**config.mk**
```make
export PLATFORM = sky130hd
export DESIGN_NAME = http_message_byte_parser
export DESIGN_NICKNAME = d
export VERILOG_FILES = /design/src/hmbp_pkg.sv /design/src/hmbp_front.sv /design/src/hmbp_queue.sv /design/src/hmbp_back.sv /design/src/http_message_byte_parser.sv
export VERILOG_INCLUDE_DIRS = /design/src /design/src/src
export SDC_FILE = /design/constraint.sdc
export NUM_CORES = 2
export LEC_CHECK = 0
export ABC_AREA = 1
export BUFFER_PORTS_ARGS = -buffer_cell sky130_fd_sc_hd__buf_2
export CAP_MARGIN = 20
export CELL_PAD_IN_SITES_DETAIL_PLACEMENT = 1
export CELL_PAD_IN_SITES_GLOBAL_PLACEMENT = 2
export CORE_MARGIN = 2
export CORE_UTILIZATION = 35
export DETAILED_ROUTE_END_ITERATION = 7
export PLACE_DENSITY_LB_ADDON = 0.1
export SYNTH_ARGS = -nofsm -noshare
export SYNTH_HDL_FRONTEND = slang
export SYNTH_SLANG_ARGS = --single-unit
```
**constraint.sdc**
```tcl
create_clock -name clk -period 7 [get_ports clk]
set_input_delay 0.35 -clock clk [delete_from_list [all_inputs] [get_ports clk]]
set_output_delay 0.35 -clock clk [all_outputs]
set_load 0.1 [all_outputs]
```
**src/assert_macros.svh**
```systemverilog
// assertion macros used by the rtl (hmbp_queue)
`ifndef ASSERT_MACROS_SVH
`define ASSERT_MACROS_SVH

`ifndef NO_ASSERTIONS
`define ASSERT_ALWAYS(lbl, clk, rst_n, prop, msg) \
    lbl: assert property (@(posedge clk) disable iff (!rst_n) (prop)) else $error(msg);
`define ASSERT_IMPLIES(lbl, clk, rst_n, ante, cons, msg) \
    lbl: assert property (@(posedge clk) disable iff (!rst_n) (ante) |-> (cons)) else $error(msg);
`define ASSERT_NEXT(lbl, clk, rst_n, ante, cons, msg) \
    lbl: assert property (@(posedge clk) disable iff (!rst_n) (ante) |=> (cons)) else $error(msg);
`else
`define ASSERT_ALWAYS(lbl, clk, rst_n, prop, msg)
`define ASSERT_IMPLIES(lbl, clk, rst_n, ante, cons, msg)
`define ASSERT_NEXT(lbl, clk, rst_n, ante, cons, msg)
`endif

`endif

```
**src/hmbp_pkg.sv**
```systemverilog
`default_nettype none
package hmbp_pkg;

    typedef enum logic [2:0]
    {
        PH_START = 3'd0,
        PH_HEAD  = 3'd1,
        PH_BODY  = 3'd2,
        PH_DONE  = 3'd3,
        PH_ERR   = 3'd4
    } phase_t;

    localparam logic [3:0] FK_NONE     = 4'd0;
    localparam logic [3:0] FK_METHOD   = 4'd1;
    localparam logic [3:0] FK_PATH     = 4'd2;
    localparam logic [3:0] FK_QUERY    = 4'd3;
    localparam logic [3:0] FK_FRAGMENT = 4'd4;
    localparam logic [3:0] FK_VERSION  = 4'd5;
    localparam logic [3:0] FK_STATUS   = 4'd6;
    localparam logic [3:0] FK_REASON   = 4'd7;
    localparam logic [3:0] FK_NAME     = 4'd8;
    localparam logic [3:0] FK_VALUE    = 4'd9;
    localparam logic [3:0] FK_BODY     = 4'd10;

    localparam logic [2:0] EV_NONE      = 3'd0;
    localparam logic [2:0] EV_START_END = 3'd1;
    localparam logic [2:0] EV_HEADER    = 3'd2;
    localparam logic [2:0] EV_BODY      = 3'd3;
    localparam logic [2:0] EV_DONE      = 3'd4;
    localparam logic [2:0] EV_ERROR     = 3'd5;

    localparam logic [2:0] SP_FIRST       = 3'd0;
    localparam logic [2:0] SP_SECOND      = 3'd1;
    localparam logic [2:0] SP_THIRD       = 3'd2;
    localparam logic [2:0] SP_FOURTH      = 3'd3;
    localparam logic [2:0] SP_FIFTH       = 3'd4;
    localparam logic [2:0] SP_BAD_STATUS  = 3'd5;
    localparam logic [2:0] SP_LATE_REASON = 3'd6;

    localparam logic [3:0] VC_TAG_DONE = 4'd5;
    localparam logic [3:0] VC_MAJOR    = 4'd6;
    localparam logic [3:0] VC_DOT      = 4'd7;
    localparam logic [3:0] VC_OK       = 4'd8;
    localparam logic [3:0] VC_BAD      = 4'd15;

    localparam logic [1:0] HP_NAME  = 2'd0;
    localparam logic [1:0] HP_GAP   = 2'd1;
    localparam logic [1:0] HP_VALUE = 2'd2;

    localparam logic [4:0] CL_MATCHED = 5'd14;
    localparam logic [4:0] CL_EMPTY   = 5'd16;
    localparam logic [4:0] CL_DIGITS  = 5'd17;
    localparam logic [4:0] CL_STOP    = 5'd18;
    localparam logic [4:0] CL_BAD     = 5'd19;
    localparam logic [4:0] NM_NONE    = 5'd31;

    localparam logic [7:0] CH_TAB   = 8'h09;
    localparam logic [7:0] CH_LF    = 8'h0a;
    localparam logic [7:0] CH_CR    = 8'h0d;
    localparam logic [7:0] CH_SP    = 8'h20;
    localparam logic [7:0] CH_HASH  = 8'h23;
    localparam logic [7:0] CH_DOT   = 8'h2e;
    localparam logic [7:0] CH_ZERO  = 8'h30;
    localparam logic [7:0] CH_NINE  = 8'h39;
    localparam logic [7:0] CH_COLON = 8'h3a;
    localparam logic [7:0] CH_QMARK = 8'h3f;
    localparam logic [7:0] CH_UP_A  = 8'h41;
    localparam logic [7:0] CH_UP_Z  = 8'h5a;

    localparam int QUEUE_DEPTH = 4;
    localparam int QPTR_W      = 2;
    localparam int QCNT_W      = 3;

    typedef struct packed
    {
        logic [2:0]  start_part;
        logic [3:0]  vcheck;
        logic [3:0]  vmajor;
        logic [7:0]  vminor;
        logic [15:0] status;
        logic [4:0]  nm_idx;
        logic [1:0]  hpart;
        logic [63:0] acc;
    } cls_state_t;

    typedef struct packed
    {
        logic [3:0] kind;
        cls_state_t st;
    } cls_res_t;

    typedef struct packed
    {
        logic        cr_valid;
        logic [3:0]  cr_kind;
        logic [7:0]  cr_version;
        logic [3:0]  kind;
        logic [7:0]  data;
        logic [2:0]  event_code;
        logic [7:0]  version;
        logic [15:0] status;
        logic [63:0] length;
        logic        accepted;
    } entry_t;

    typedef struct packed
    {
        logic [3:0]  kind;
        logic [7:0]  data;
        logic [2:0]  event_code;
        logic [7:0]  version;
        logic [15:0] status;
        logic [63:0] length;
        logic        accepted;
        logic        last;
    } beat_t;

    function automatic logic is_digit(logic [7:0] b);
        return (b >= CH_ZERO) && (b <= CH_NINE);
    endfunction

    function automatic logic [7:0] proto_char(logic [2:0] idx);
        logic [7:0] c;
        unique case (idx)
            3'd0:    c = 8'h48;
            3'd1:    c = 8'h54;
            3'd2:    c = 8'h54;
            3'd3:    c = 8'h50;
            default: c = 8'h2f;
        endcase
        return c;
    endfunction

    function automatic logic [7:0] cl_char(logic [3:0] idx);
        logic [7:0] c;
        unique case (idx)
            4'd0:    c = 8'h63;
            4'd1:    c = 8'h6f;
            4'd2:    c = 8'h6e;
            4'd3:    c = 8'h74;
            4'd4:    c = 8'h65;
            4'd5:    c = 8'h6e;
            4'd6:    c = 8'h74;
            4'd7:    c = 8'h2d;
            4'd8:    c = 8'h6c;
            4'd9:    c = 8'h65;
            4'd10:   c = 8'h6e;
            4'd11:   c = 8'h67;
            4'd12:   c = 8'h74;
            4'd13:   c = 8'h68;
            default: c = 8'h00;
        endcase
        return c;
    endfunction

    function automatic logic [7:0] version_out(cls_state_t s);
        return (s.vcheck == VC_OK) ? ({s.vmajor, 4'h0} | s.vminor) : 8'h00;
    endfunction

    function automatic cls_state_t version_feed(cls_state_t s, logic [7:0] b);
        cls_state_t r;
        logic [7:0]  maj_w;
        logic [11:0] min_w;
        r = s;
        maj_w = ({4'h0, s.vmajor} << 3) + ({4'h0, s.vmajor} << 1) + {4'h0, b[3:0]};
        min_w = ({4'h0, s.vminor} << 3) + ({4'h0, s.vminor} << 1) + {8'h00, b[3:0]};
        if (s.vcheck < VC_TAG_DONE)
        begin
            r.vcheck = (b == proto_char(s.vcheck[2:0])) ? s.vcheck + 4'd1 : VC_BAD;
        end
        else if (s.vcheck == VC_TAG_DONE)
        begin
            if (is_digit(b))
            begin
                r.vmajor = b[3:0];
                r.vcheck = VC_MAJOR;
            end
            else
                r.vcheck = VC_BAD;
        end
        else if (s.vcheck == VC_MAJOR)
        begin
            if (is_digit(b))
                r.vmajor = maj_w[3:0];
            else
                r.vcheck = (b == CH_DOT) ? VC_DOT : VC_BAD;
        end
        else if (s.vcheck == VC_DOT)
        begin
            if (is_digit(b))
            begin
                r.vminor = {4'h0, b[3:0]};
                r.vcheck = VC_OK;
            end
            else
                r.vcheck = VC_BAD;
        end
        else if (s.vcheck == VC_OK)
        begin
            if (is_digit(b))
                r.vminor = min_w[7:0];
            else
                r.vcheck = VC_BAD;
        end
        return r;
    endfunction

    function automatic cls_state_t value_feed(cls_state_t s, logic [7:0] b);
        cls_state_t r;
        logic [67:0] prod;
        r = s;
        prod = ({4'h0, s.acc} << 3) + ({4'h0, s.acc} << 1) + {64'd0, b[3:0]};
        if (s.nm_idx == CL_EMPTY)
        begin
            if (is_digit(b))
            begin
                r.acc    = {60'd0, b[3:0]};
                r.nm_idx = CL_DIGITS;
            end
            else
                r.nm_idx = CL_BAD;
        end
        else if (s.nm_idx == CL_DIGITS)
        begin
            if (!is_digit(b))
                r.nm_idx = CL_STOP;
            else if (prod[67:64] != 4'h0)
                r.nm_idx = CL_BAD;   // above 64 bits
            else
                r.acc = prod[63:0];
        end
        return r;
    endfunction

    function automatic cls_res_t classify(cls_state_t s, logic start, logic mode,
                                          logic [7:0] b);
        cls_res_t   r;
        logic [7:0] lc;
        logic [19:0] st_w;
        r.st = s;
        r.kind = FK_NONE;
        lc = ((b >= CH_UP_A) && (b <= CH_UP_Z)) ? b + 8'd32 : b;
        st_w = ({4'h0, s.status} << 3) + ({4'h0, s.status} << 1) + {16'd0, b[3:0]};
        if (start && !mode)
        begin
            unique case (s.start_part)
                SP_FIRST:
                begin
                    if (b == CH_SP) r.st.start_part = SP_SECOND;
                    else r.kind = FK_METHOD;
                end
                SP_SECOND:
                begin
                    if (b == CH_SP) r.st.start_part = SP_FIFTH;
                    else if (b == CH_QMARK) r.st.start_part = SP_THIRD;
                    else if (b == CH_HASH) r.st.start_part = SP_FOURTH;
                    else r.kind = FK_PATH;
                end
                SP_THIRD:
                begin
                    if (b == CH_SP) r.st.start_part = SP_FIFTH;
                    else if (b == CH_HASH) r.st.start_part = SP_FOURTH;
                    else r.kind = FK_QUERY;
                end
                SP_FOURTH:
                begin
                    if (b == CH_SP) r.st.start_part = SP_FIFTH;
                    else r.kind = FK_FRAGMENT;
                end
                default:
                begin
                    r.st = version_feed(s, b);
                    r.kind = FK_VERSION;
                end
            endcase
        end
        else if (start)
        begin
            unique case (s.start_part)
                SP_FIRST:
                begin
                    if (b == CH_SP) r.st.start_part = SP_SECOND;
                    else
                    begin
                        r.st = version_feed(s, b);
                        r.kind = FK_VERSION;
                    end
                end
                SP_SECOND:
                begin
                    r.kind = FK_STATUS;
                    if (b == CH_SP)
                    begin
                        r.st.start_part = SP_LATE_REASON;
                        r.kind = FK_NONE;
                    end
                    else if (is_digit(b))
                    begin
                        r.st.status = {12'd0, b[3:0]};
                        r.st.start_part = SP_THIRD;
                    end
                    else
                        r.st.start_part = SP_BAD_STATUS;
                end
                SP_THIRD:
                begin
                    r.kind = FK_STATUS;
                    if (b == CH_SP)
                    begin
                        r.st.start_part = SP_FIFTH;
                        r.kind = FK_NONE;
                    end
                    else if (is_digit(b))
                        r.st.status = st_w[15:0];
                    else
                        r.st.start_part = SP_FOURTH;
                end
                SP_FOURTH, SP_BAD_STATUS:
                begin
                    if (b == CH_SP)
                        r.st.start_part = (s.start_part == SP_FOURTH) ? SP_FIFTH
                                                                       : SP_LATE_REASON;
                    else
                        r.kind = FK_STATUS;
                end
                default: r.kind = FK_REASON;
            endcase
        end
        else if (s.hpart == HP_NAME)
        begin
            if (b == CH_COLON)
            begin
                r.st.nm_idx = (s.nm_idx == CL_MATCHED) ? CL_EMPTY : NM_NONE;
                r.st.hpart = HP_GAP;
            end
            else
            begin
                if (s.nm_idx < CL_MATCHED)
                    r.st.nm_idx = (lc == cl_char(s.nm_idx[3:0])) ? s.nm_idx + 5'd1 : NM_NONE;
                else
                    r.st.nm_idx = NM_NONE;
                r.kind = FK_NAME;
            end
        end
        else if ((s.hpart == HP_GAP) && ((b == CH_SP) || (b == CH_TAB)))
        begin
            r.kind = FK_NONE;
        end
        else
        begin
            r.st = value_feed(s, b);
            r.st.hpart = HP_VALUE;
            r.kind = FK_VALUE;
        end
        return r;
    endfunction

endpackage
`default_nettype wire

```
**src/hmbp_front.sv**
```systemverilog
`default_nettype none
module hmbp_front #(
    parameter int MAX_LINE = 8192
) (
    input  logic              clk,
    input  logic              rst_n,
    input  logic              cfg_wr_en,
    input  logic              cfg_wr_data,
    input  logic              s_tvalid,
    output logic              s_tready,
    input  logic [7:0]        s_tdata,
    input  logic              s_tuser,
    input  logic              q_full,
    output logic              push,
    output hmbp_pkg::entry_t  push_entry
);
    import hmbp_pkg::*;

    localparam int LL_W = $clog2(MAX_LINE + 1);

    logic             mode_reg;
    phase_t           phase_reg, phase_next;
    logic [LL_W-1:0]  ll_reg, ll_next;
    logic             crp_reg, crp_next;
    cls_state_t       st_reg, st_next;
    logic [63:0]      cl_reg, cl_next;
    logic [63:0]      rem_reg, rem_next;
    cls_res_t         r_cr, r_byte;
    logic             empty_line, line_ok;
    logic [3:0]       kind;
    logic [2:0]       ev;
    entry_t           ent;

    assign s_tready   = !q_full;
    assign push       = s_tvalid && s_tready;
    assign push_entry = ent;

    always_comb
    begin
        phase_next = phase_reg;
        ll_next    = ll_reg;
        crp_next   = crp_reg;
        st_next    = st_reg;
        cl_next    = cl_reg;
        rem_next   = rem_reg;
        if (s_tuser)
        begin
            phase_next = PH_START;
            ll_next    = '0;
            crp_next   = 1'b0;
            st_next    = '0;
            cl_next    = '0;
            rem_next   = '0;
        end
        ent        = '0;
        kind       = FK_NONE;
        ev         = EV_NONE;
        empty_line = 1'b0;
        line_ok    = 1'b0;
        r_cr       = '0;
        r_byte     = '0;
        ent.accepted = 1'b1;
        if (!(phase_next == PH_START || phase_next == PH_HEAD || phase_next == PH_BODY))
        begin
            ent.accepted = 1'b0;
        end
        else if (phase_next == PH_BODY)
        begin
            kind = FK_BODY;
            if (rem_next <= 64'd1)
            begin
                rem_next   = '0;
                phase_next = PH_DONE;
                ev         = EV_DONE;
            end
            else
                rem_next = rem_next - 64'd1;
        end
        else if (s_tdata == CH_LF)
        begin
            empty_line = (ll_next == '0) || ((ll_next == LL_W'(1)) && crp_next);
            if (phase_next == PH_START)
            begin
                line_ok = mode_reg ? ((st_next.start_part >= SP_THIRD)
                                      && (st_next.start_part <= SP_FIFTH))
                                   : (st_next.start_part >= SP_FIFTH);
                phase_next = line_ok ? PH_HEAD : PH_ERR;
                ev         = line_ok ? EV_START_END : EV_ERROR;
            end
            else if (empty_line)
            begin
                if (cl_next != '0)
                begin
                    rem_next   = cl_next;
                    phase_next = PH_BODY;
                    ev         = EV_BODY;
                end
                else
                begin
                    phase_next = PH_DONE;
                    ev         = EV_DONE;
                end
            end
            else if (st_next.hpart == HP_NAME)
            begin
                phase_next = PH_ERR;
                ev         = EV_ERROR;
            end
            else
            begin
                if ((st_next.nm_idx >= CL_EMPTY) && (st_next.nm_idx <= CL_BAD))
                    cl_next = ((st_next.nm_idx == CL_DIGITS) || (st_next.nm_idx == CL_STOP))
                              ? st_next.acc : 64'd0;
                ev = EV_HEADER;
            end
            ll_next          = '0;
            crp_next         = 1'b0;
            st_next.hpart    = HP_NAME;
            st_next.nm_idx   = '0;
            st_next.acc      = '0;
        end
        else
        begin
            // a held cr that is not followed by lf goes out as an ordinary byte
            if (crp_next)
            begin
                crp_next       = 1'b0;
                r_cr           = classify(st_next, phase_next == PH_START, mode_reg, CH_CR);
                st_next        = r_cr.st;
                ent.cr_valid   = 1'b1;
                ent.cr_kind    = r_cr.kind;
                ent.cr_version = version_out(st_next);
            end
            if (s_tdata == CH_CR)
                crp_next = 1'b1;
            else
            begin
                r_byte  = classify(st_next, phase_next == PH_START, mode_reg, s_tdata);
                st_next = r_byte.st;
                kind    = r_byte.kind;
            end
            if (ll_next >= LL_W'(MAX_LINE))
            begin
                phase_next = PH_ERR;
                ev         = EV_ERROR;
            end
            else
                ll_next = ll_next + LL_W'(1);
        end
        ent.kind       = kind;
        ent.data       = (kind != FK_NONE) ? s_tdata : 8'h00;
        ent.event_code = ev;
        ent.version    = version_out(st_next);
        ent.status     = st_next.status;
        ent.length     = cl_next;
    end

    always_ff @(posedge clk or negedge rst_n)
    begin
        if (!rst_n)
            mode_reg <= 1'b0;
        else if (cfg_wr_en)
            mode_reg <= cfg_wr_data;
    end

    always_ff @(posedge clk or negedge rst_n)
    begin
        if (!rst_n)
        begin
            phase_reg <= PH_START;
            ll_reg    <= '0;
            crp_reg   <= 1'b0;
            st_reg    <= '0;
            cl_reg    <= '0;
            rem_reg   <= '0;
        end
        else if (push)
        begin
            phase_reg <= phase_next;
            ll_reg    <= ll_next;
            crp_reg   <= crp_next;
            st_reg    <= st_next;
            cl_reg    <= cl_next;
            rem_reg   <= rem_next;
        end
    end

endmodule
`default_nettype wire

```
**src/hmbp_queue.sv**
```systemverilog
`default_nettype none
module hmbp_queue (
    input  logic              clk,
    input  logic              rst_n,
    input  logic              push,
    input  hmbp_pkg::entry_t  push_entry,
    output logic              full,
    input  logic              pop,
    output logic              head_valid,
    output hmbp_pkg::entry_t  head_entry
);
    import hmbp_pkg::*;

    `include "assert_macros.svh"

    entry_t              mem [QUEUE_DEPTH];
    logic [QPTR_W-1:0]   wr_ptr_reg, wr_ptr_next;
    logic [QPTR_W-1:0]   rd_ptr_reg, rd_ptr_next;
    logic [QCNT_W-1:0]   cnt_reg, cnt_next;

    assign full       = (cnt_reg == QCNT_W'(QUEUE_DEPTH));
    assign head_valid = (cnt_reg != '0);
    assign head_entry = mem[rd_ptr_reg];

    always_comb
    begin
        wr_ptr_next = push ? wr_ptr_reg + QPTR_W'(1) : wr_ptr_reg;
        rd_ptr_next = pop ? rd_ptr_reg + QPTR_W'(1) : rd_ptr_reg;
        cnt_next    = cnt_reg + QCNT_W'(push) - QCNT_W'(pop);
    end

    always_ff @(posedge clk)
    begin
        if (push)
            mem[wr_ptr_reg] <= push_entry;
    end

    always_ff @(posedge clk or negedge rst_n)
    begin
        if (!rst_n)
        begin
            wr_ptr_reg <= '0;
            rd_ptr_reg <= '0;
            cnt_reg    <= '0;
        end
        else
        begin
            wr_ptr_reg <= wr_ptr_next;
            rd_ptr_reg <= rd_ptr_next;
            cnt_reg    <= cnt_next;
        end
    end

    `ASSERT_ALWAYS(a_cnt_bound, clk, rst_n, cnt_reg <= QCNT_W'(QUEUE_DEPTH), "queue overfilled")
    `ASSERT_IMPLIES(a_pop_nonempty, clk, rst_n, pop, head_valid, "pop from empty queue")
    `ASSERT_NEXT(a_push_grows, clk, rst_n, push && !pop, cnt_reg == $past(cnt_reg) + QCNT_W'(1), "push lost")

endmodule
`default_nettype wire

```
**src/hmbp_back.sv**
```systemverilog
`default_nettype none
module hmbp_back (
    input  logic              clk,
    input  logic              rst_n,
    input  logic              head_valid,
    input  hmbp_pkg::entry_t  head_entry,
    output logic              pop,
    output logic              m_tvalid,
    input  logic              m_tready,
    output hmbp_pkg::beat_t   beat
);
    import hmbp_pkg::*;

    logic   out_valid_reg, out_valid_next;
    logic   cr_done_reg, cr_done_next;
    beat_t  beat_reg, beat_next;
    logic   load;
    logic   cr_turn;

    assign load     = head_valid && (!out_valid_reg || m_tready);
    assign cr_turn  = head_entry.cr_valid && !cr_done_reg;
    assign pop      = load && !cr_turn;
    assign m_tvalid = out_valid_reg;
    assign beat     = beat_reg;

    always_comb
    begin
        out_valid_next = out_valid_reg && !m_tready;
        cr_done_next   = cr_done_reg;
        beat_next      = beat_reg;
        if (load)
        begin
            out_valid_next       = 1'b1;
            beat_next.status     = head_entry.status;
            beat_next.length     = head_entry.length;
            beat_next.accepted   = head_entry.accepted;
            if (cr_turn)
            begin
                // released cr beat ahead of the byte that caused it
                beat_next.kind       = head_entry.cr_kind;
                beat_next.data       = (head_entry.cr_kind != FK_NONE) ? CH_CR : 8'h00;
                beat_next.event_code = EV_NONE;
                beat_next.version    = head_entry.cr_version;
                beat_next.last       = 1'b0;
                cr_done_next         = 1'b1;
            end
            else
            begin
                beat_next.kind       = head_entry.kind;
                beat_next.data       = head_entry.data;
                beat_next.event_code = head_entry.event_code;
                beat_next.version    = head_entry.version;
                beat_next.last       = 1'b1;
                cr_done_next         = 1'b0;
            end
        end
    end

    always_ff @(posedge clk or negedge rst_n)
    begin
        if (!rst_n)
        begin
            out_valid_reg <= 1'b0;
            cr_done_reg   <= 1'b0;
        end
        else
        begin
            out_valid_reg <= out_valid_next;
            cr_done_reg   <= cr_done_next;
        end
    end

    always_ff @(posedge clk)
    begin
        beat_reg <= beat_next;
    end

endmodule
`default_nettype wire

```
**src/http_message_byte_parser.sv**
```systemverilog
`default_nettype none
// Byte-wise HTTP/1.1 message parser. One byte enters per cycle on the slave side
// unless the four-entry queue is full; it separates the classifier from the output
// register, so input and output stall independently. Each byte gives one beat,
// except a byte that follows a held CR other than LF, which gives two (the released
// CR first). Accepted bytes pass through the queue into the output register.
// message_mode (cfg_wr_data) selects request (0) or status line (1) parsing.
module http_message_byte_parser #(
    parameter int MAX_LINE = 8192
) (
    input  logic          clk,
    input  logic          rst_n,
    input  logic          cfg_wr_en,
    input  logic          cfg_wr_data,   // message_mode
    input  logic          s_tvalid,
    output logic          s_tready,
    input  logic [7:0]    s_tdata,       // data_byte
    input  logic          s_tuser,       // new_message
    output logic          m_tvalid,
    input  logic          m_tready,
    output logic [103:0]  m_tdata,       // out_byte, event_res, version_code, status_code,
                                         // body_length, accepted, zero pad
    output logic [3:0]    m_tuser,       // field_kind
    output logic          m_tlast        // last_result
);
    import hmbp_pkg::*;

    logic    push, q_full, pop, head_valid;
    entry_t  push_entry, head_entry;
    beat_t   beat;

    hmbp_front #(.MAX_LINE(MAX_LINE)) u_front (
        .clk         (clk),
        .rst_n       (rst_n),
        .cfg_wr_en   (cfg_wr_en),
        .cfg_wr_data (cfg_wr_data),
        .s_tvalid    (s_tvalid),
        .s_tready    (s_tready),
        .s_tdata     (s_tdata),
        .s_tuser     (s_tuser),
        .q_full      (q_full),
        .push        (push),
        .push_entry  (push_entry)
    );

    hmbp_queue u_queue (
        .clk        (clk),
        .rst_n      (rst_n),
        .push       (push),
        .push_entry (push_entry),
        .full       (q_full),
        .pop        (pop),
        .head_valid (head_valid),
        .head_entry (head_entry)
    );

    hmbp_back u_back (
        .clk        (clk),
        .rst_n      (rst_n),
        .head_valid (head_valid),
        .head_entry (head_entry),
        .pop        (pop),
        .m_tvalid   (m_tvalid),
        .m_tready   (m_tready),
        .beat       (beat)
    );

    assign m_tdata = {4'h0, beat.accepted, beat.length, beat.status, beat.version,
                      beat.event_code, beat.data};
    assign m_tuser = beat.kind;
    assign m_tlast = beat.last;

endmodule
`default_nettype wire

```
Word-level counts from Yosys, hierarchy flattened --
Memory sizes are Yosys's and may differ from the RTL's. Index checks and enable logic that the tools add are counted.
Cells by class: equal/unequal tests 49, add/sub/neg operators 19, muxes and demuxes 242, reductions and logical operators 44, bitwise logic cells 2, $lt $le $gt $ge 15
Operators with widths (number):
- 64-bit two-way mux | 23
- 110-bit two-way mux | 8
- 106-bit two-way mux | 8
- 8-bit two-way mux | 66
- 103-bit two-way mux | 4
- 71-bit two-way mux | 3
- 4-bit two-way mux | 33
- 3-bit two-way mux | 35
- 16-bit two-way mux | 5
- 14-bit two-way mux | 5
- 67-bit by 65-bit adder with 68-bit output | 1
- 68-bit by 4-bit adder with 68-bit output | 1
- 66-bit two-way mux | 1
- 64-bit by 1-bit less-or-equal comparator with 1-bit output, second input constant | 1
- 64-bit nonzero test | 1
- 64-bit by 1-bit subtractor with 64-bit output, second input constant | 1
- 5-bit two-way mux | 12
- 13-bit two-way mux | 4
- 16-bit case mux with 3 select lines | 1
- 7-bit case mux with 3 select lines | 2
- 8-bit by 6-bit == test with 1-bit output, second input constant | 5
- 35-bit two-way mux | 1
- 7-bit case mux with 4 select lines | 1
- 3-bit by 2-bit == test with 1-bit output, second input constant | 9
- other kinds (54) | 140
Storage, ports and cells: memories 3, input bits 15, bits in read-only memories 224, output and inout port bits 111, RAM bits 468, flip-flop bits (word level) 367
Memories:
- u_queue.mem | depth 4, bits a word 117, read ports 1, clocked after Yosys merged registers in 0, write ports 1, RTL line hmbp_queue.sv:16 | entry_t mem [QUEUE_DEPTH];
- (no name shown) | depth 16, bits a word 7, read ports 1, clocked after Yosys merged registers in 0, write ports 0, RTL line hmbp_pkg.sv:136 | unique case (idx)
- (no name shown) | depth 16, bits a word 7, read ports 1, clocked after Yosys merged registers in 0, write ports 0, RTL line hmbp_pkg.sv:136

Longest topological paths before layout --
word-level depth 51, depth in mapped cells 36, mapped depth without buffers 30

By module --
From an unflattened synthesis, not the netlist that was laid out.
Unflattened totals: cells, all modules 6628, area total of the unflattened synthesis 51151.6 um^2
By module, submodules not included:
- hmbp_front | seq. area each 6331.1 um^2, area an instance 27580.2 um^2, cells each 4560, times used 1
- hmbp_queue | seq. area each 14228.6 um^2, area an instance 20017.9 um^2, cells each 1878, times used 1
- hmbp_back | seq. area each 3203.1 um^2, area an instance 3519.6 um^2, cells each 185, times used 1
- http_message_byte_parser | seq. area each 0.0 um^2, area an instance 33.8 um^2, cells each 5, times used 1

Worst setup path after synthesis --
OpenSTA, ideal clock, no wires.
kind reg-to-reg, start point register u_back.out_valid_reg, in the netlist u_back.m_tvalid, end point register u_queue.cnt_reg[2], data arrival time 7674 ps, required time 6877 ps, cell stages (with the launch flop) 10, path slack -796 ps, path buffers 0, library setup time 123 ps, cells stage by stage dfrtp_1 -> a21oi_1 -> inv_1 -> nor2_1 -> ha_1 -> inv_1 -> ha_1 -> inv_1 -> fa_1 -> xnor2_1
On the way: cells in the longest elaborated chain, start to end 5
Ends and longest elaborated chain:
- from (decl) | RTL line hmbp_back.sv:14 | logic out_valid_reg, out_valid_next;
- from (signal assigned) | RTL line hmbp_back.sv:68 | out_valid_reg <= out_valid_next;
- 1-bit zero test | RTL line hmbp_back.sv:20 | assign load = head_valid && (!out_valid_reg || m_tready);
- 1-bit logical OR | RTL line hmbp_back.sv:20
- 1-bit logical AND | RTL line hmbp_back.sv:20
- net u_back.load | RTL line hmbp_back.sv:17 | logic load;
- 1-bit logical AND | RTL line hmbp_back.sv:22 | assign pop = load && !cr_turn;
- net pop | RTL line http_message_byte_parser.sv:28 | logic push, q_full, pop, head_valid;
- 3-bit by 1-bit subtractor with 3-bit output | RTL line hmbp_queue.sv:29 | cnt_next = cnt_reg + QCNT_W'(push) - QCNT_W'(pop);
- net u_queue.cnt_next[2] | RTL line hmbp_queue.sv:19 | logic [QCNT_W-1:0] cnt_reg, cnt_next;
- to (signal assigned) | RTL line hmbp_queue.sv:50 | cnt_reg <= cnt_next;
- to (decl) | RTL line hmbp_queue.sv:19
The timed path passes the listed nets, and every way through them passes these cells. A chain may end at the register's enable or synchronous reset.

Worst setup path after layout --
start point register u_front.st_reg[1] in the netlist's numbering, end point register u_front.st_reg[59] in the netlist's numbering
On the way: cells in the longest elaborated chain, start to end 27, elaborated cells between the ends (all ways) 29
Ends and longest elaborated chain:
- from (decl) | RTL line hmbp_front.sv:25 | cls_state_t st_reg, st_next;
- from (signal assigned) | RTL line hmbp_front.sv:182 | st_reg <= st_next;
- 106-bit two-way mux * | RTL line hmbp_front.sv:46 | if (s_tuser)
- 66-bit two-way mux or 103-bit two-way mux (tied branches) | RTL line hmbp_pkg.sv:329, hmbp_pkg.sv:279
- 110-bit two-way mux | RTL line hmbp_pkg.sv:277 | else if (start)
- 110-bit two-way mux | RTL line hmbp_pkg.sv:244 | if (start && !mode)
- 110-bit two-way mux | RTL line hmbp_front.sv:125 | if (crp_next)
- 110-bit two-way mux | RTL line hmbp_front.sv:79 | else if (s_tdata == CH_LF)
- 110-bit two-way mux | RTL line hmbp_front.sv:67 | else if (phase_next == PH_BODY)
- 110-bit two-way mux | RTL line hmbp_front.sv:63 | if (!(phase_next == PH_START || phase_next == PH_HEAD || phase_next == PH_BODY))
- [11 not listed]
- 71-bit two-way mux * | RTL line hmbp_pkg.sv:345 | else if ((s.hpart == HP_GAP) && ((b == CH_SP) || (b == CH_TAB)))
- 64-bit two-way mux * | RTL line hmbp_pkg.sv:329 | else if (s.hpart == HP_NAME)
- 110-bit two-way mux * | RTL line hmbp_pkg.sv:277
- 110-bit two-way mux * | RTL line hmbp_pkg.sv:244
- 106-bit two-way mux * | RTL line hmbp_front.sv:134 | if (s_tdata == CH_CR)
- 71-bit two-way mux * | RTL line hmbp_front.sv:79
- 106-bit two-way mux * | RTL line hmbp_front.sv:67
- 106-bit two-way mux * | RTL line hmbp_front.sv:63
Every way passes the cells marked *; elsewhere a longest branch is shown, timed or not. The select of a mux whose other input is x is not followed.

==> flow_summary.ini <==
[routing]
drtIter0Drc = 3163
firstDrtPassIters = 5
avgRoutedWirePerCell_um = 24.2
vias = 42800
drc_errors = 0
ant_nets = 0
wirelength_um = 190000
vias_per_cell = 5.45

[die]
core_mm2 = 0.138
die_w_um = 377
num_rows = 136
die-area_mm2 = 0.142
boundaryPins = 126
die_h_um = 377
start_util_pct = 35.3

[sta]
holdWs_ns = 0.0689
fin_ws_ns = 1.77
setup_violations = 0
post-route-period-util_pct = 74.8
max_freq_ghz = 0.191
relSlewSlack_pct = 20.7
worst_pin_slew_ns = 1.19
hold_viol = 0
slew_violations = 0
rsz0062_at_grt = false
fin_skew_ns = 0.0768
period_needed_ns = 5.23

[clock_tree]
ctsResizeCount = 0
path_clk_slew_ns = 0.07
clk_latency_ns = 0.74
cts.htree.levels = 3
clk_path_buf_depth = 3
cts_tree = built
cts_sinks = 835
cts_setup_buffers = 0
cts_root_buf = clkbuf_16
cts_buffers = 97

[logic_synthesis]
ys_ff_latch = 835
yosysTopAreaCell = edfxtp_1
synth_area_per_cell_um2 = 8.21
synth_top_area_share_pct = 35.3
ys_warn_count = 0
ys_types = 64
synth-edff-count = 573
yosysSeqAreaShare_pct = 48.8
synth_area_mm2 = 0.0487
syn_inst = 5931
synth.top_cells.by_area = edfxtp_1 35%, dfrtp_1 13%, nand2_1 10%
synthFlopType = edfxtp_1
ys_async_sr_fraction_pct = 31.4

[grt]
antenna_found_initial = 7
grt_overflow_total = 0
grt_pass1_wl_um = 286000
grt_max_degree = 123
grt_use_total_pct = 26.5
first_global_vias = 43300

[job]
drv_cap = 0

[min_path]
min_path_cells = 3
worstHoldPathType = input pin to flip-flop
hold_path.startpoint = cfg_wr_data
hold_end = u_front.mode_reg

[cells_and_area]
largest_reg_flops = 468
area_growth_pct = 12.4
layout-drive-gt1-share_pct = 7.77
fin_util_pct = 39.7
fin_cells = 7859
nets = 6192
n_antenna_cell = 0

[power]
peakVddDrop_mv = 0.431
power.leakage_uw = 0.0235
power_uw = 21900
cellPowerDensity_mw_per_mm2 = 400

[worst_setup_path]
timing.rr.end = u_front.st_reg[59]
regToRegSetupSlack_ns = 1.77
path_class = flip-flop to flip-flop
r2r-start = u_front.st_reg[1]
worst-path-buf-inv = 3
crit_arrival_ns = 5.83
path_delay_family = simple AND/OR/NAND/NOR gates
ff2ff_path_depth = 27
cp-start-kind = flip-flop
worst_path_most_repeated_cell = nand2_1
critPathMaxStageDelay_ns = 0.66
cpMaxStageDelayCell = inv_2
endpoint_kind = flip-flop
crit_fanout = 37
required_ns = 7.60

[placement]
placed_cells = 7669
dp_hpwl_um = 133000
io_buffers = 121
dpl_worst_slack_ns = 1.06
gp_congestion = 0.871

[outcome]
outcome = complete, no violations
==> stage by stage <==
| step | setup TNS, ns | cell area [µm²] |
|---|---|---|
| final | 0 | 54700 |
| after global routing | 0 | 54700 |
| after CTS | 0 | 54700 |
| after detailed placement | 0 | 51400 |
| after global placement | 0 | 51300 |
| after floorplan | -203.59 | 48700 |
==> placed cells by master (no fill, tap or decap), drive strengths merged, types with 4 or more instances in the layout <==
cell / netlist / routed
o211ai: 40 / 40
inv: 654 / 652
o32ai: 45 / 45
conb: 1 / 4
and3: 6 / 6
o31ai: 24 / 24
xnor2: 37 / 37
o22ai: 123 / 123
nand3: 259 / 259
o21ai: 597 / 597
xor2: 71 / 71
fa: 7 / 7
o311ai: 4 / 4
a211oi: 6 / 6
nand2: 1334 / 1334
bufinv: 0 / 9
a32o: 15 / 15
and2: 4 / 4
a22oi: 9 / 9
clkbuf: 187 / 138
a21oi: 374 / 374
nor3: 71 / 71
o2111ai: 19 / 19
nor2: 785 / 785
ha: 190 / 190
nand4: 49 / 49
buf: 90 / 219
nor4: 16 / 16
clkinv: 7 / 45
a31oi: 27 / 27
clkinvlp: 0 / 4
dfrtp: 262 / 262
a21o: 5 / 5
o21bai: 13 / 13
edfxtp: 573 / 573
==> how the worst max path moves through the flow <==
stage | from | endpoint | slack [ns] | cells after the start
after floorplan | u_queue.cnt_reg[1] | u_queue.mem[0][0] | -0.44 | 6
after global placement | s_tuser | u_front.st_reg[59] | 1.05 | 28
after detailed placement | s_tuser | u_front.st_reg[59] | 1.06 | 28
after CTS | u_front.st_reg[1] | u_front.st_reg[59] | 1.68 | 27
after global routing | u_front.st_reg[1] | u_front.st_reg[59] | 1.34 | 27
final | u_front.st_reg[1] | u_front.st_reg[59] | 1.77 | 27
==> worst reg2reg max path: stages, from the launching register on <==
cell and delay, ns:
dfrtp_1 0.33, inv_1 0.05, nor2_1 0.39, ha_1 0.33, ha_1 0.34, fa_1 0.51, nand2_1 0.08, nand2_1 0.11
nand3_1 0.11, nand2_1 0.12, nand2_1 0.09, nand2_1 0.15, nand2_1 0.11, nand2_1 0.19, nand2_1 0.15, nand2_1 0.06
nand2_1 0.05, nand2_1 0.08, nor2_1 0.09, nand2_1 0.13, inv_2 0.17, nand2_2 0.10, inv_2 0.66, nand2_1 0.29
o211ai_1 0.16, nand3_1 0.10, nand2_1 0.09, o21ai_0 0.08
==> final cells by class <==
type	instances	area, µm²
sequential	835	23800
timing repair buffer	224	1500
multi-input combinational	4161	21400
fill	16300	83100
clock buffer	135	2650
clock inverter	49	643
tap	1794	2240
inverter	661	2500
==> what timing repair did <==
| action | in CTS | in global routing |
|---|---|---|
| setup endpoints to repair | 0 | 0 |
| hold buffers | 2 | 0 |
| hold endpoints to repair | 61 | 0 |
==> power by group <==
group          switching (µW)  total, µW  internal, µW
sequential                557       7430          6870
clock                    2240       5250          3010
combinational            7230       9220          1990
==> cell usage after synthesis, types with 4 or more instances <==
library cell	count
inv_1	626
clkbuf_1	187
inv_2	27
a21oi_1	369
nor2_2	20
buf_2	53
nor2_1	758
nor3_2	4
nand2_2	10
nand4_1	49
a32o_1	15
edfxtp_1	573
o2111ai_1	19
o31ai_1	24
dfrtp_1	262
o21ai_1	89
o21bai_1	13
o22ai_1	123
o21ai_0	507
a22oi_1	9
a31oi_1	27
xnor2_1	37
xor2_1	71
and3_1	6
a211oi_1	6
ha_1	190
nor2_4	7
and2_1	4
nor3_1	66
nand2_1	1323
o32ai_1	45
buf_4	7
nor4_1	14
a21oi_2	5
clkinv_1	7
fa_1	7
a21o_1	5
buf_1	23
nand3_1	257
buf_6	7
o211ai_1	40
==> kinds of logic (layout without fill, tap and decap cells) <==
group                      count (synthesis)  in the layout  synth area share (%)
adders and majority gates                197            197                  5.17
other                                      1              4               0.00770
DFF                                      835            835                  48.8
xor gates and xnor gates                 108            108                  1.94
AOI/OAI and AO/OA                       1322           1322                  15.4
and+or+nand+nor                         2530           2530                  21.2
buffers and inverters                    938           1069                  7.53
==> layer usage <==
metal  GRT usage [%]  vias up  wire, µm
met5               0        -        27
met4            5.93        4      3810
met3            2.96      221      7890
met2            42.8      868     87200
met1            38.1    21600     91400
li1                -    20100         -
(Power assumes the default switching activity.)
